$ cat config.mk
export PLATFORM = sky130hd
export DESIGN_NAME = slot_allocator_lru_pinned_top
export DESIGN_NICKNAME = d
export VERILOG_FILES = /design/src/sv/slal_pkg.sv /design/src/sv/slot_allocator_lru_pinned_top.sv /design/src/sv/slal_ram.sv /design/src/sv/slal_free_stack.sv
export VERILOG_INCLUDE_DIRS = /design/src /design/src/sv
export SDC_FILE = /design/constraint.sdc
export NUM_CORES = 2
export LEC_CHECK = 0
export BUFFER_PORTS_ARGS = -buffer_cell sky130_fd_sc_hd__buf_2
export CAP_MARGIN = 10
export CORE_ASPECT_RATIO = 1.4
export CORE_MARGIN = 3
export CORE_UTILIZATION = 35
export CTS_CLUSTER_SIZE = 20
export DETAILED_ROUTE_END_ITERATION = 6
export GPL_TIMING_DRIVEN = 1
export HOLD_SLACK_MARGIN = 0.06
export SYNTH_ARGS = -nofsm -noshare
export SYNTH_HDL_FRONTEND = slang
export SYNTH_SLANG_ARGS = --single-unit
$ cat constraint.sdc
create_clock -name clk_i -period 15.28 [get_ports clk_i]
set_clock_uncertainty 0.15 [all_clocks]
set_input_delay 1.528 -clock clk_i [delete_from_list [all_inputs] [get_ports clk_i]]
set_output_delay 1.528 -clock clk_i [all_outputs]
set_load 0.02 [all_outputs]
$ cat src/sv/slot_allocator_lru_pinned_top_assert.svh
// assertion macros for the slot allocator
// used by slot_allocator_lru_pinned_top, expects clk_i and rst_ni in scope
`ifndef SLOT_ALLOCATOR_LRU_PINNED_TOP_ASSERT_SVH
`define SLOT_ALLOCATOR_LRU_PINNED_TOP_ASSERT_SVH
`ifndef NO_ASSERTIONS
`define SLAL_ASSERT_IMP(lbl, ante, cons, msg) \
  lbl: assert property (@(posedge clk_i) disable iff (!rst_ni) (ante) |-> (cons)) \
    else $error(msg);
`define SLAL_ASSERT_NXT(lbl, ante, cons, msg) \
  lbl: assert property (@(posedge clk_i) disable iff (!rst_ni) (ante) |=> (cons)) \
    else $error(msg);
`else
`define SLAL_ASSERT_IMP(lbl, ante, cons, msg)
`define SLAL_ASSERT_NXT(lbl, ante, cons, msg)
`endif
`endif

$ cat src/sv/slal_pkg.sv
// shared types, codes and constants of the slot allocator
// no dependencies
`timescale 1ns / 1ps
`default_nettype none
package slal_pkg;
  localparam int SLOTS  = 16;
  localparam int SLOT_W = $clog2(SLOTS);
  localparam int CNT_W  = SLOT_W + 1;
  localparam int ID_W   = 64;

  typedef enum logic [1:0] {
    OP_ACQUIRE   = 2'd0,
    OP_RELEASE   = 2'd1,
    OP_END_ROUND = 2'd2,
    OP_NOP       = 2'd3
  } op_e;

  typedef enum logic [1:0] {
    ST_OK         = 2'd0,
    ST_ALL_PINNED = 2'd1,
    ST_UNMAPPED   = 2'd2
  } status_e;

  typedef enum logic [2:0] {
    S_IDLE,
    S_LOOK,
    S_POP,
    S_WALK,
    S_PUSH,
    S_DONE
  } state_e;

  // out-of-range slot counts fold into 1..SLOTS
  function automatic logic [CNT_W-1:0] clamp_slots(input logic [CNT_W-1:0] v);
    logic [CNT_W-1:0] r;
    r = v;
    if (v == '0) r = CNT_W'(1);
    else if (v > CNT_W'(SLOTS)) r = CNT_W'(SLOTS);
    return r;
  endfunction
endpackage
`default_nettype wire

$ cat src/sv/slot_allocator_lru_pinned_top.sv
// top level of the lru slot allocator with per-round pinning
// depends on slal_pkg, slal_ram, slal_free_stack and the assertion header
//
//  channel | signals                                   | dir
//  in      | in_valid_i, in_stall_o, operation_i, context_id_i | in
//  out     | out_valid_o, out_stall_i, slot_index_o, fresh_o, status_o | out
//  cfg     | cfg_we_i, cfg_wdata_i                     | in
//
// one item at a time: a scan of up to active_slots tags, then a walk of the
// recency memory of up to recency_count entries or a pop of the free stack,
// then the update and the result register.
// end of round and the unused code go straight to the result register.
// a new item is taken while the previous result waits in the output register.
// reset and a slot count write clear valid and pin flops at once; no sweep.
`timescale 1ns / 1ps
`default_nettype none
`include "slot_allocator_lru_pinned_top_assert.svh"
module slot_allocator_lru_pinned_top (
  input  wire logic                        clk_i,
  input  wire logic                        rst_ni,
  input  wire logic                        in_valid_i,
  output logic                             in_stall_o,
  input  wire logic [1:0]                  operation_i,
  input  wire logic [slal_pkg::ID_W-1:0]   context_id_i,
  output logic                             out_valid_o,
  input  wire logic                        out_stall_i,
  output logic      [slal_pkg::SLOT_W-1:0] slot_index_o,
  output logic                             fresh_o,
  output logic      [1:0]                  status_o,
  input  wire logic                        cfg_we_i,
  input  wire logic [slal_pkg::CNT_W-1:0]  cfg_wdata_i
);
  import slal_pkg::*;

  state_e            state_q, state_d;
  op_e               op_q, op_d;
  status_e           status_q, status_d;
  logic [ID_W-1:0]   id_q, id_d;
  logic [SLOT_W-1:0] idx_q, idx_d;
  logic [SLOT_W-1:0] slot_q, slot_d;
  logic              found_q, found_d;
  logic              fresh_q, fresh_d;
  logic              evict_q, evict_d;
  logic [CNT_W-1:0]  active_q, active_d;
  logic [CNT_W-1:0]  rec_count_q, rec_count_d;
  logic [CNT_W-1:0]  free_count_q, free_count_d;
  logic [SLOTS-1:0]  valid_q, valid_d;
  logic [SLOTS-1:0]  pinned_q, pinned_d;
  logic              out_valid_q, out_valid_d;
  logic [SLOT_W-1:0] out_slot_q, out_slot_d;
  logic              out_fresh_q, out_fresh_d;
  status_e           out_status_q, out_status_d;

  logic              tag_we;
  logic [SLOT_W-1:0] tag_raddr;
  logic [ID_W-1:0]   tag_rdata;
  logic              rec_we;
  logic [SLOT_W-1:0] rec_waddr, rec_wdata, rec_raddr, rec_rdata;
  logic              fs_we, fs_clear;
  logic [SLOT_W-1:0] fs_waddr, fs_raddr, fs_rdata;
  logic              hit_now, match, last;

  // context tags
  slal_ram #(.W(ID_W), .D(SLOTS)) u_tag_mem (
    .clk_i   (clk_i),
    .we_i    (tag_we),
    .waddr_i (slot_q),
    .wdata_i (id_q),
    .raddr_i (tag_raddr),
    .rdata_o (tag_rdata)
  );

  // recency order, oldest at position 0
  slal_ram #(.W(SLOT_W), .D(SLOTS)) u_rec_mem (
    .clk_i   (clk_i),
    .we_i    (rec_we),
    .waddr_i (rec_waddr),
    .wdata_i (rec_wdata),
    .raddr_i (rec_raddr),
    .rdata_o (rec_rdata)
  );

  // free slot stack
  slal_free_stack u_free_stack (
    .clk_i    (clk_i),
    .rst_ni   (rst_ni),
    .clear_i  (fs_clear),
    .active_i (active_q),
    .we_i     (fs_we),
    .waddr_i  (fs_waddr),
    .wdata_i  (slot_q),
    .raddr_i  (fs_raddr),
    .rdata_o  (fs_rdata)
  );

  assign in_stall_o = (state_q != S_IDLE);
  assign hit_now    = valid_q[idx_q] && (tag_rdata == id_q);
  assign match      = evict_q ? !pinned_q[rec_rdata] : (rec_rdata == slot_q);
  assign last       = ({1'b0, idx_q} == rec_count_q - CNT_W'(1));

  // control registers
  always_ff @(posedge clk_i or negedge rst_ni) begin
    if (!rst_ni) begin
      state_q      <= S_IDLE;
      active_q     <= CNT_W'(SLOTS);
      rec_count_q  <= '0;
      free_count_q <= CNT_W'(SLOTS);
      valid_q      <= '0;
      pinned_q     <= '0;
      out_valid_q  <= 1'b0;
    end else begin
      state_q      <= state_d;
      active_q     <= active_d;
      rec_count_q  <= rec_count_d;
      free_count_q <= free_count_d;
      valid_q      <= valid_d;
      pinned_q     <= pinned_d;
      out_valid_q  <= out_valid_d;
    end
  end

  // item payload and result registers
  always_ff @(posedge clk_i) begin
    op_q         <= op_d;
    status_q     <= status_d;
    id_q         <= id_d;
    idx_q        <= idx_d;
    slot_q       <= slot_d;
    found_q      <= found_d;
    fresh_q      <= fresh_d;
    evict_q      <= evict_d;
    out_slot_q   <= out_slot_d;
    out_fresh_q  <= out_fresh_d;
    out_status_q <= out_status_d;
  end

  // sequencer: scan tags, walk recency list or pop free stack, update, deliver
  always_comb begin
    state_d      = state_q;
    op_d         = op_q;
    status_d     = status_q;
    id_d         = id_q;
    idx_d        = idx_q;
    slot_d       = slot_q;
    found_d      = found_q;
    fresh_d      = fresh_q;
    evict_d      = evict_q;
    active_d     = active_q;
    rec_count_d  = rec_count_q;
    free_count_d = free_count_q;
    valid_d      = valid_q;
    pinned_d     = pinned_q;
    out_valid_d  = out_valid_q && out_stall_i;
    out_slot_d   = out_slot_q;
    out_fresh_d  = out_fresh_q;
    out_status_d = out_status_q;
    tag_we       = 1'b0;
    tag_raddr    = idx_q + SLOT_W'(1);
    rec_we       = 1'b0;
    rec_waddr    = idx_q - SLOT_W'(1);
    rec_wdata    = rec_rdata;
    rec_raddr    = idx_q + SLOT_W'(1);
    fs_we        = 1'b0;
    fs_clear     = 1'b0;
    fs_waddr     = free_count_q[SLOT_W-1:0];
    fs_raddr     = free_count_q[SLOT_W-1:0] - SLOT_W'(1);

    unique case (state_q)
      S_IDLE: begin
        tag_raddr = '0;
        if (in_valid_i) begin
          op_d     = op_e'(operation_i);
          id_d     = context_id_i;
          status_d = ST_OK;
          slot_d   = '0;
          idx_d    = '0;
          found_d  = 1'b0;
          fresh_d  = 1'b0;
          evict_d  = 1'b0;
          unique case (op_e'(operation_i)) inside
            OP_ACQUIRE, OP_RELEASE: state_d = S_LOOK;
            OP_END_ROUND: begin
              pinned_d = '0;
              state_d  = S_DONE;
            end
            default: state_d = S_DONE;
          endcase
        end
      end

      // lowest matching valid slot wins
      S_LOOK: begin
        if (hit_now) begin
          slot_d    = idx_q;
          idx_d     = '0;
          rec_raddr = '0;
          state_d   = S_WALK;
        end else if ({1'b0, idx_q} == active_q - CNT_W'(1)) begin
          if (op_q == OP_RELEASE) begin
            status_d = ST_UNMAPPED;
            state_d  = S_DONE;
          end else if (free_count_q != '0) begin
            state_d = S_POP;
          end else if (rec_count_q == '0) begin
            status_d = ST_ALL_PINNED;
            state_d  = S_DONE;
          end else begin
            evict_d   = 1'b1;
            idx_d     = '0;
            rec_raddr = '0;
            state_d   = S_WALK;
          end
        end else begin
          idx_d = idx_q + SLOT_W'(1);
        end
      end

      S_POP: begin
        slot_d       = fs_rdata;
        free_count_d = free_count_q - CNT_W'(1);
        fresh_d      = 1'b1;
        state_d      = S_PUSH;
      end

      // remove one entry, shifting the younger ones down by one
      S_WALK: begin
        if (found_q) rec_we = 1'b1;
        if (!found_q && match) begin
          found_d = 1'b1;
          if (evict_q) slot_d = rec_rdata;
        end
        if (last) begin
          if (found_q || match) begin
            rec_count_d = rec_count_q - CNT_W'(1);
            fresh_d     = evict_q;
            state_d     = S_PUSH;
          end else begin
            status_d = ST_ALL_PINNED;
            state_d  = S_DONE;
          end
        end else begin
          idx_d = idx_q + SLOT_W'(1);
        end
      end

      S_PUSH: begin
        if (op_q == OP_ACQUIRE) begin
          tag_we           = 1'b1;
          valid_d[slot_q]  = 1'b1;
          pinned_d[slot_q] = 1'b1;
          if (rec_count_q < CNT_W'(SLOTS)) begin
            rec_we      = 1'b1;
            rec_waddr   = rec_count_q[SLOT_W-1:0];
            rec_wdata   = slot_q;
            rec_count_d = rec_count_q + CNT_W'(1);
          end
        end else begin
          valid_d[slot_q] = 1'b0;
          if (free_count_q < CNT_W'(SLOTS)) begin
            fs_we        = 1'b1;
            free_count_d = free_count_q + CNT_W'(1);
          end
        end
        state_d = S_DONE;
      end

      S_DONE: begin
        if (!out_valid_q || !out_stall_i) begin
          out_valid_d  = 1'b1;
          out_slot_d   = (op_q == OP_ACQUIRE && status_q == ST_OK) ? slot_q : '0;
          out_fresh_d  = fresh_q;
          out_status_d = status_q;
          state_d      = S_IDLE;
        end
      end

      default: state_d = S_IDLE;
    endcase

    // slot count write reinitializes the allocator
    if (cfg_we_i) begin
      active_d     = clamp_slots(cfg_wdata_i);
      free_count_d = clamp_slots(cfg_wdata_i);
      rec_count_d  = '0;
      valid_d      = '0;
      pinned_d     = '0;
      fs_clear     = 1'b1;
    end
  end

  assign out_valid_o  = out_valid_q;
  assign slot_index_o = out_slot_q;
  assign fresh_o      = out_fresh_q;
  assign status_o     = out_status_q;

  // checks
  `SLAL_ASSERT_IMP(a_rec_bound, 1'b1, rec_count_q <= active_q, "recency list exceeds slots")
  `SLAL_ASSERT_IMP(a_fresh_ok, out_valid_o && fresh_o, status_o == ST_OK, "fresh with error")
  `SLAL_ASSERT_NXT(a_busy_after_accept, in_valid_i && !in_stall_o, in_stall_o, "not busy")
endmodule
`default_nettype wire

$ cat src/sv/slal_ram.sv
// simple dual-port ram, one write and one registered read per cycle
// no dependencies
`timescale 1ns / 1ps
`default_nettype none
module slal_ram #(
  parameter int W = 8,
  parameter int D = 16
) (
  input  wire logic                 clk_i,
  input  wire logic                 we_i,
  input  wire logic [$clog2(D)-1:0] waddr_i,
  input  wire logic [W-1:0]         wdata_i,
  input  wire logic [$clog2(D)-1:0] raddr_i,
  output logic      [W-1:0]         rdata_o
);
  logic [W-1:0] mem_q [D];

  // write port
  always_ff @(posedge clk_i) begin
    if (we_i) mem_q[waddr_i] <= wdata_i;
  end

  // registered read port
  always_ff @(posedge clk_i) begin
    rdata_o <= mem_q[raddr_i];
  end
endmodule
`default_nettype wire

$ cat src/sv/slal_free_stack.sv
// free slot stack memory; unwritten entries read as the descending reset fill
// depends on slal_pkg
`timescale 1ns / 1ps
`default_nettype none
module slal_free_stack (
  input  wire logic                        clk_i,
  input  wire logic                        rst_ni,
  input  wire logic                        clear_i,
  input  wire logic [slal_pkg::CNT_W-1:0]  active_i,
  input  wire logic                        we_i,
  input  wire logic [slal_pkg::SLOT_W-1:0] waddr_i,
  input  wire logic [slal_pkg::SLOT_W-1:0] wdata_i,
  input  wire logic [slal_pkg::SLOT_W-1:0] raddr_i,
  output logic      [slal_pkg::SLOT_W-1:0] rdata_o
);
  import slal_pkg::*;

  logic [SLOT_W-1:0] mem_q [SLOTS];
  logic [SLOTS-1:0]  written_q;
  logic [SLOT_W-1:0] rd_data_q;
  logic [SLOT_W-1:0] rd_idx_q;
  logic              rd_written_q;
  logic [CNT_W-1:0]  fill_val;

  // memory write and registered read
  always_ff @(posedge clk_i) begin
    if (we_i) mem_q[waddr_i] <= wdata_i;
    rd_data_q <= mem_q[raddr_i];
    rd_idx_q  <= raddr_i;
  end

  // per-entry written marks, cleared on reinit
  always_ff @(posedge clk_i or negedge rst_ni) begin
    if (!rst_ni) begin
      written_q    <= '0;
      rd_written_q <= 1'b0;
    end else begin
      rd_written_q <= written_q[raddr_i];
      if (clear_i) written_q <= '0;
      else if (we_i) written_q[waddr_i] <= 1'b1;
    end
  end

  // reset fill: entry e holds active-1-e
  assign fill_val = active_i - CNT_W'(1) - {1'b0, rd_idx_q};
  assign rdata_o  = rd_written_q ? rd_data_q : fill_val[SLOT_W-1:0];
endmodule
`default_nettype wire
Word level (Yosys, flattened, before mapping)
Memory sizes are Yosys's and may differ from the RTL's. A register that Yosys moved wholly into a read port is not among the register bits.
Cells that the tools add are included.
W data, S select, Z words.
{ "op_classes": {"reduce_logical": 43, "n_eq_ne": 40, "muxes": 109, "bitwise_logic": 5, "add_sub_neg": 9, "n_lt_le_gt_ge": 10} }
{ "op_table": {"columns": ["cell", "n"], "rows": [
  ["$mux W16", 9],
  ["$mux W4", 24],
  ["$eq A64 B64 Y1", 1],
  ["$mux W5", 10],
  ["$or A16 B16 Y16", 3],
  ["$mux W1", 33],
  ["$ne A3 B3 Y1 const B", 11],
  ["$pmux W16 S2", 1],
  ["$ne A2 B2 Y1 const B", 14],
  ["$mux W3", 9],
  ["$lt A4 B5 Y1 const B", 5],
  ["$pmux W5 S2", 2],
  ["$pmux W3 S6", 1],
  ["$reduce_bool A3 Y1", 6],
  ["$and A16 B16 Y16", 1],
  ["$mux W2", 8],
  ["$not A16 Y16", 1],
  ["$pmux W4 S4", 1],
  ["$sub A5 B1 Y5 const B", 3],
  ["$bmux W1 S4", 3],
  ["$ne A4 B4 Y1 const B", 3],
  ["$pmux W4 S3", 1],
  ["$reduce_and A4 Y1", 3],
  ["$add A5 B1 Y5 const B", 2],
  ["33 further kinds", 61]
]} }
{ "totals": {"ff_bits": 158, "word_cells": 240, "mem_bits_rw": 1152, "inputBits": 76, "mem_count": 3, "output_inout_bits": 9} }
{ "memory_table": {"columns": ["memory", "depth", "width", "rd", "rd_clocked_by_memory_dff", "write_ports", "line_no", "source"], "rows": [
  ["u_tag_mem.mem_q", 16, 64, 1, 1, 1, "slal_ram.sv:16", "logic [W-1:0] mem_q [D];"],
  ["u_free_stack.mem_q", 16, 4, 1, 1, 1, "slal_free_stack.sv:18", "logic [SLOT_W-1:0] mem_q [SLOTS];"],
  ["u_rec_mem.mem_q", 16, 4, 1, 1, 1, "slal_ram.sv:16", null]
]} }

Longest topological paths before layout
{ "logic_depth": {"ltp_word": 9, "mapped_depth": 12, "mapped_depth_nobuf": 10} }

Hierarchy
From an unflattened synthesis, not the netlist that was laid out.
{ "unflattened": {"hier_cells": 2647, "area_unflattened_um2": 52994.6} }
{ "modules_own_cells": {"columns": ["mod", "cells_each", "area_per_inst_um2", "instances", "seq_area_each_um2"], "rows": [
  ["slal_ram at u_tag_mem", 1647, 39581.7, 1, 32030.7],
  ["slot_allocator_lru_pinned_top", 649, 7156.9, 1, 3861.2],
  ["slal_free_stack", 221, 3589.7, 1, 2507.4],
  ["slal_ram at u_rec_mem", 130, 2666.3, 1, 2001.9]
]} }

Least setup slack after synthesis
No wires, ideal clock.
{ "synth_path": {"path_type": "reg-to-reg", "startpoint": "register state_q[0]", "endpoint": "memory u_tag_mem.mem_q[6][0] (netlist bit), enable pin", "required_ps": 14486, "arrival_time_ps": 7368, "synth_period_minus_slack_ps": 8162, "path_buffers": 2, "setup_ps": 644, "slack_ps": 7118, "stages_incl_launch_ff": 6, "path_cell_list": "dfrtp_1 > buf_2 > nor3b_4 > nand2_2 > clkbuf_1 > nor4_1"} }
{ "synth_between": {"elab_chain_cells": 4} }
{ "synth_lines": {"columns": ["element", "line_no", "source"], "rows": [
  ["start, declared", "slot_allocator_lru_pinned_top.sv:35", "state_e state_q, state_d;"],
  ["start signal, assigned", "slot_allocator_lru_pinned_top.sv:112", "state_q <= state_d;"],
  ["$eq A3 B3 Y1", "slot_allocator_lru_pinned_top.sv:168", "unique case (state_q)"],
  ["$mux W1", "slot_allocator_lru_pinned_top.sv:168", null],
  ["$mux W1", "slal_ram.sv:20", "if (we_i) mem_q[waddr_i] <= wdata_i;"],
  ["$mux W1 (implied by the code)", "slal_ram.sv:20", null],
  ["end, declared", "slal_ram.sv:16", null]
]} }
No other way between the ends.

Final worst setup path
{ "layout_path": {"startpoint": "register idx_q[1]", "endpoint": "register u_tag_mem.rdata_o[2], read port of u_tag_mem.mem_q"} }
{ "layout_between": {"elab_chain_cells": 2} }
{ "layout_lines": {"columns": ["element", "line_no", "source"], "rows": [
  ["start, declared", "slot_allocator_lru_pinned_top.sv:39", "logic [SLOT_W-1:0] idx_q, idx_d;"],
  ["start signal, assigned", "slot_allocator_lru_pinned_top.sv:127", "idx_q <= idx_d;"],
  ["$add A4 B1 Y4", "slot_allocator_lru_pinned_top.sv:158", "tag_raddr = idx_q + SLOT_W'(1);"],
  ["$mux W4", "slot_allocator_lru_pinned_top.sv:168", null],
  ["end, declared", "slal_ram.sv:14", "output logic [W-1:0] rdata_o"]
]} }
No other way between the ends.
A chain may end at the register's enable or synchronous reset.

==> flow_summary.json <==
{
  "multi_input_area_sq_mm": 0.0134,
  "regToRegSetupSlack_ns": 10.39,
  "htreeDepth": 4,
  "port_buffers": 84,
  "post-cts-setup-buffer-count": 0,
  "path_cells": "inv_1 > ha_1 > nand2_8 > buf_4 > a211oi_1 > a31oi_1 > a211oi_1 > a21oi_1",
  "numCtsBuffers": 135,
  "max_freq_mhz": 205,
  "track_usage_pct": 16.4,
  "cp-endpoint": "u_tag_mem.rdata_o[2]",
  "p_sw_share_pct": 36.1,
  "maxCapViolCount": 0,
  "yosys.cell_types.count": 67,
  "status": "completed",
  "fill_cells": 14272,
  "crit_path_start_kind": "register",
  "cts_sinks": 1382,
  "initialDrtViolationCount": 2585,
  "synth-main-ff-cell": "edfxtp_1",
  "tns_ns": 0,
  "wl_per_cell_um": 22.4,
  "rows": 171,
  "critPathBufInv": 2,
  "synthCells": 3773,
  "switchingPower_mw": 4.28,
  "firstDrtPassIters": 5,
  "setup_viol": 0,
  "cts_hold_buffers": 0,
  "p_comb_share_pct": 32.0,
  "seqPwrFrac_pct": 39.8,
  "reg2reg_from": "idx_q[1]",
  "critical_path_class": "reg2reg",
  "num_vias": 31562,
  "nets": 3886,
  "yosys_warnings": 0,
  "post-place-ws_ns": 10.48,
  "gp_congestion": 0.836,
  "yosysSeqAreaShare_pct": 73.7,
  "avgSynthCellArea_sq_um": 14.5,
  "path_clk_slew_ns": 0.06,
  "cp_top_family": "adder cells",
  "report.final.slew_viol_count": 0,
  "hold_viol": 0,
  "powerDensity_mw_per_mm2": 192,
  "period_minus_slack_ns": 4.89,
  "finalWirelength_um": 134000,
  "cp.required_ns": 15.75,
  "finalPower_mw": 11.9,
  "clock_latency_ns": 0.78,
  "setup_ws_ns": 10.39,
  "cts_root_buf": "clkbuf_16",
  "worstReg2RegEnd": "u_tag_mem.rdata_o[2]",
  "core_area_sq_mm": 0.155,
  "slew_headroom_pct": 13.2,
  "vdd_drop_max_v": 0.000216,
  "power_frac_clock_pct": 28.3,
  "cp-startpoint": "idx_q[1]",
  "dieWidth_um": 340,
  "cellLeakagePower_nw": 19.8,
  "regArea_sq_mm": 0.0404,
  "fin_hold_ws_ns": 0.283,
  "path_max_fanout": 134,
  "start_util_pct": 35.3,
  "grt_pass1_wl_um": 200000,
  "hp-class": "reg2reg",
  "cp.arrival_ns": 5.35,
  "antenna_found_initial": 4,
  "die_y_um": 474,
  "ff2ff_path_depth": 8,
  "io_pins": 85,
  "cts_buffer_depth": 3,
  "gr-total-overflow": 0,
  "worst_pin_slew_ns": 1.30,
  "cts_tree": "yes",
  "async_flop_share_pct": 4.92,
  "p_int_mw": 7.59,
  "ant_nets": 0,
  "ys_ff_latch": 1382,
  "rsz0062_at_grt": "no",
  "synth_nets": 3867,
  "die-area_sq_mm": 0.161,
  "critPathCaptureType": "register",
  "period_share_pct": 32.0,
  "slowest_delay_ns": 1.13,
  "cts_resized": 0,
  "grt_max_degree": 220,
  "worst-path-stages": 8,
  "synth_area_sq_mm": 0.0548,
  "place.detailed.hpwl_um": 67500,
  "vias_per_cell": 5.27,
  "crit_top_cell": "a211oi_1",
  "grt_pass1_vias": 31350,
  "syn_to_final_growth_pct": 13.0,
  "drc": 0,
  "drive_above_1_share_pct": 11.0,
  "synth_edf_count": 1238,
  "cpMaxStageDelayCell": "ha_1"
}
Yosys cell counts, types with 3 or more instances:
| cell type | count | area share, % |
|---|---|---|
| edfxtp_1 | 1238 | 68 |
| nand2_1 | 568 | 3.9 |
| a211oi_1 | 321 | 4.4 |
| nor2b_1 | 265 | 3.0 |
| a21oi_1 | 163 | 1.5 |
| clkbuf_1 | 152 | 1.0 |
| nor2_1 | 139 | 0.95 |
| a31oi_1 | 130 | 1.5 |
| a311oi_1 | 129 | 2.1 |
| buf_2 | 90 | 0.82 |
| dfxtp_1 | 76 | 2.8 |
| xor2_1 | 76 | 1.2 |
| dfrtp_1 | 66 | 3.0 |
| mux4_2 | 46 | 1.9 |
| o21ai_0 | 39 | 0.36 |
| inv_1 | 27 | 0.18 |
| o21a_1 | 24 | 0.33 |
| nor4_1 | 21 | 0.24 |
| nand3_1 | 20 | 0.18 |
| nor3_1 | 17 | 0.16 |
| ha_1 | 16 | 0.37 |
| xnor2_1 | 16 | 0.26 |
| buf_1 | 15 | 0.10 |
| nand4_1 | 14 | 0.16 |
| mux2i_1 | 13 | 0.24 |
| nand2b_1 | 8 | 0.091 |
| a22oi_1 | 6 | 0.082 |
| mux2_2 | 6 | 0.12 |
| or2_2 | 6 | 0.068 |
| and2_1 | 5 | 0.057 |
| o211ai_1 | 5 | 0.068 |
| a21o_1 | 4 | 0.055 |
| a22o_1 | 4 | 0.064 |
| a221oi_1 | 3 | 0.048 |
per-layer routing:
layer / track usage [%] / routed length (um) / vias to the layer above / part of all wire [%]
li1: - / - / 14461 / -
met5: 0 / 13 / - / 0.0097
met4: 6.18 / 4380 / 2 / 3.3
met3: 2.47 / 6100 / 235 / 4.6
met2: 29.2 / 69100 / 843 / 52
met1: 20.0 / 54300 / 16021 / 41
worst reg2reg max path, cell delays in order (launching register included):
cell and delay (ns):
edfxtp_1 0.77, inv_1 0.13, ha_1 1.13, nand2_8 0.79, buf_4 0.90, a211oi_1 0.40
a31oi_1 0.07, a211oi_1 0.30, a21oi_1 0.07
logic make-up (layout without fill, tap and decap cells):
kind of cell	Yosys count	after routing	synth area share, %
XOR/XNOR	92	92	1.47
adder cells (fa/ha/maj)	18	18	0.438
AND/OR/NAND/NOR	1079	1079	9.09
flip-flops	1382	1382	73.7
other	0	2	0
multiplexers	67	67	2.29
AO/OA/AOI/OAI	847	847	10.8
buffers and inverters	288	421	2.22
cell usage in the layout, fill, tap and decap left out, types with 24 or more instances in the layout:
cell type	instances
a211oi_1	321
a21oi_1	163
a311oi_1	129
a31oi_1	130
buf_2	84
buf_4	54
clkbuf_1	43
clkbuf_16	136
dfrtp_1	66
dfxtp_1	76
edfxtp_1	1238
inv_1	27
mux4_2	46
nand2_1	566
nor2_1	122
nor2b_1	265
o21a_1	24
o21ai_0	39
xor2_1	76
worst min path at each step:
stage | slack, ns | start | end | cells after the start
after floorplan | 0.25 | fresh_q | fresh_o | 0
after global placement | 0.26 | fresh_q | fresh_o | 0
after detailed placement | 0.27 | fresh_q | fresh_o | 0
after CTS | 0.29 | fresh_q | fresh_o | 0
after global routing | 0.29 | fresh_q | fresh_o | 0
final | 0.28 | fresh_q | fresh_o | 0
power by group through the flow:
stage               Clock [mW]  Combinational [mW]  Sequential [mW]
floorplan                    0                2.83             4.69
global placement             0                3.81             4.80
detailed placement           0                3.83             4.80
CTS                       3.44                3.84             4.73
global route              3.59                4.19             4.75
finish                    3.35                3.80             4.72
sequential cells by signal, indices dropped and copies added, names as in the netlist, 2 cells and up:
register and cells:
pinned_q 16, u_free_stack.rd_idx_q 4, u_free_stack.written_q 16, state_q 3, u_tag_mem.rdata_o 64, u_tag_mem.mem_q 1024, u_rec_mem.rdata_o 4, id_q 64
rec_count_q 5, free_count_q 5, idx_q 4, slot_index_o 4, status_o 2, u_free_stack.rd_data_q 4, slot_q 4, status_q 2
active_q 5, op_q 2, u_rec_mem.mem_q 64, u_free_stack.mem_q 64, valid_q 16
layout make-up:
cell class | count | share of cell area [%]
clock buffer | 187 | 5.93
inverter | 27 | 0.164
antenna | 2 | 0.00808
sequential | 1382 | 65.2
tap | 2076 | 4.19
clock inverter | 64 | 1.38
multi-input combinational | 2103 | 21.6
timing repair buffer | 143 | 1.50
metrics by stage:
step	utilization, %	instances	instance area (sq um)
after CTS	39.9	5982	61900
after global routing	39.9	5983	61900
after detailed placement	36.9	5731	57400
final	39.9	5984	61900
after floorplan	-	3773	54800
after global placement	36.9	5731	57400
Note: power is estimated with default switching activity, not from simulation.
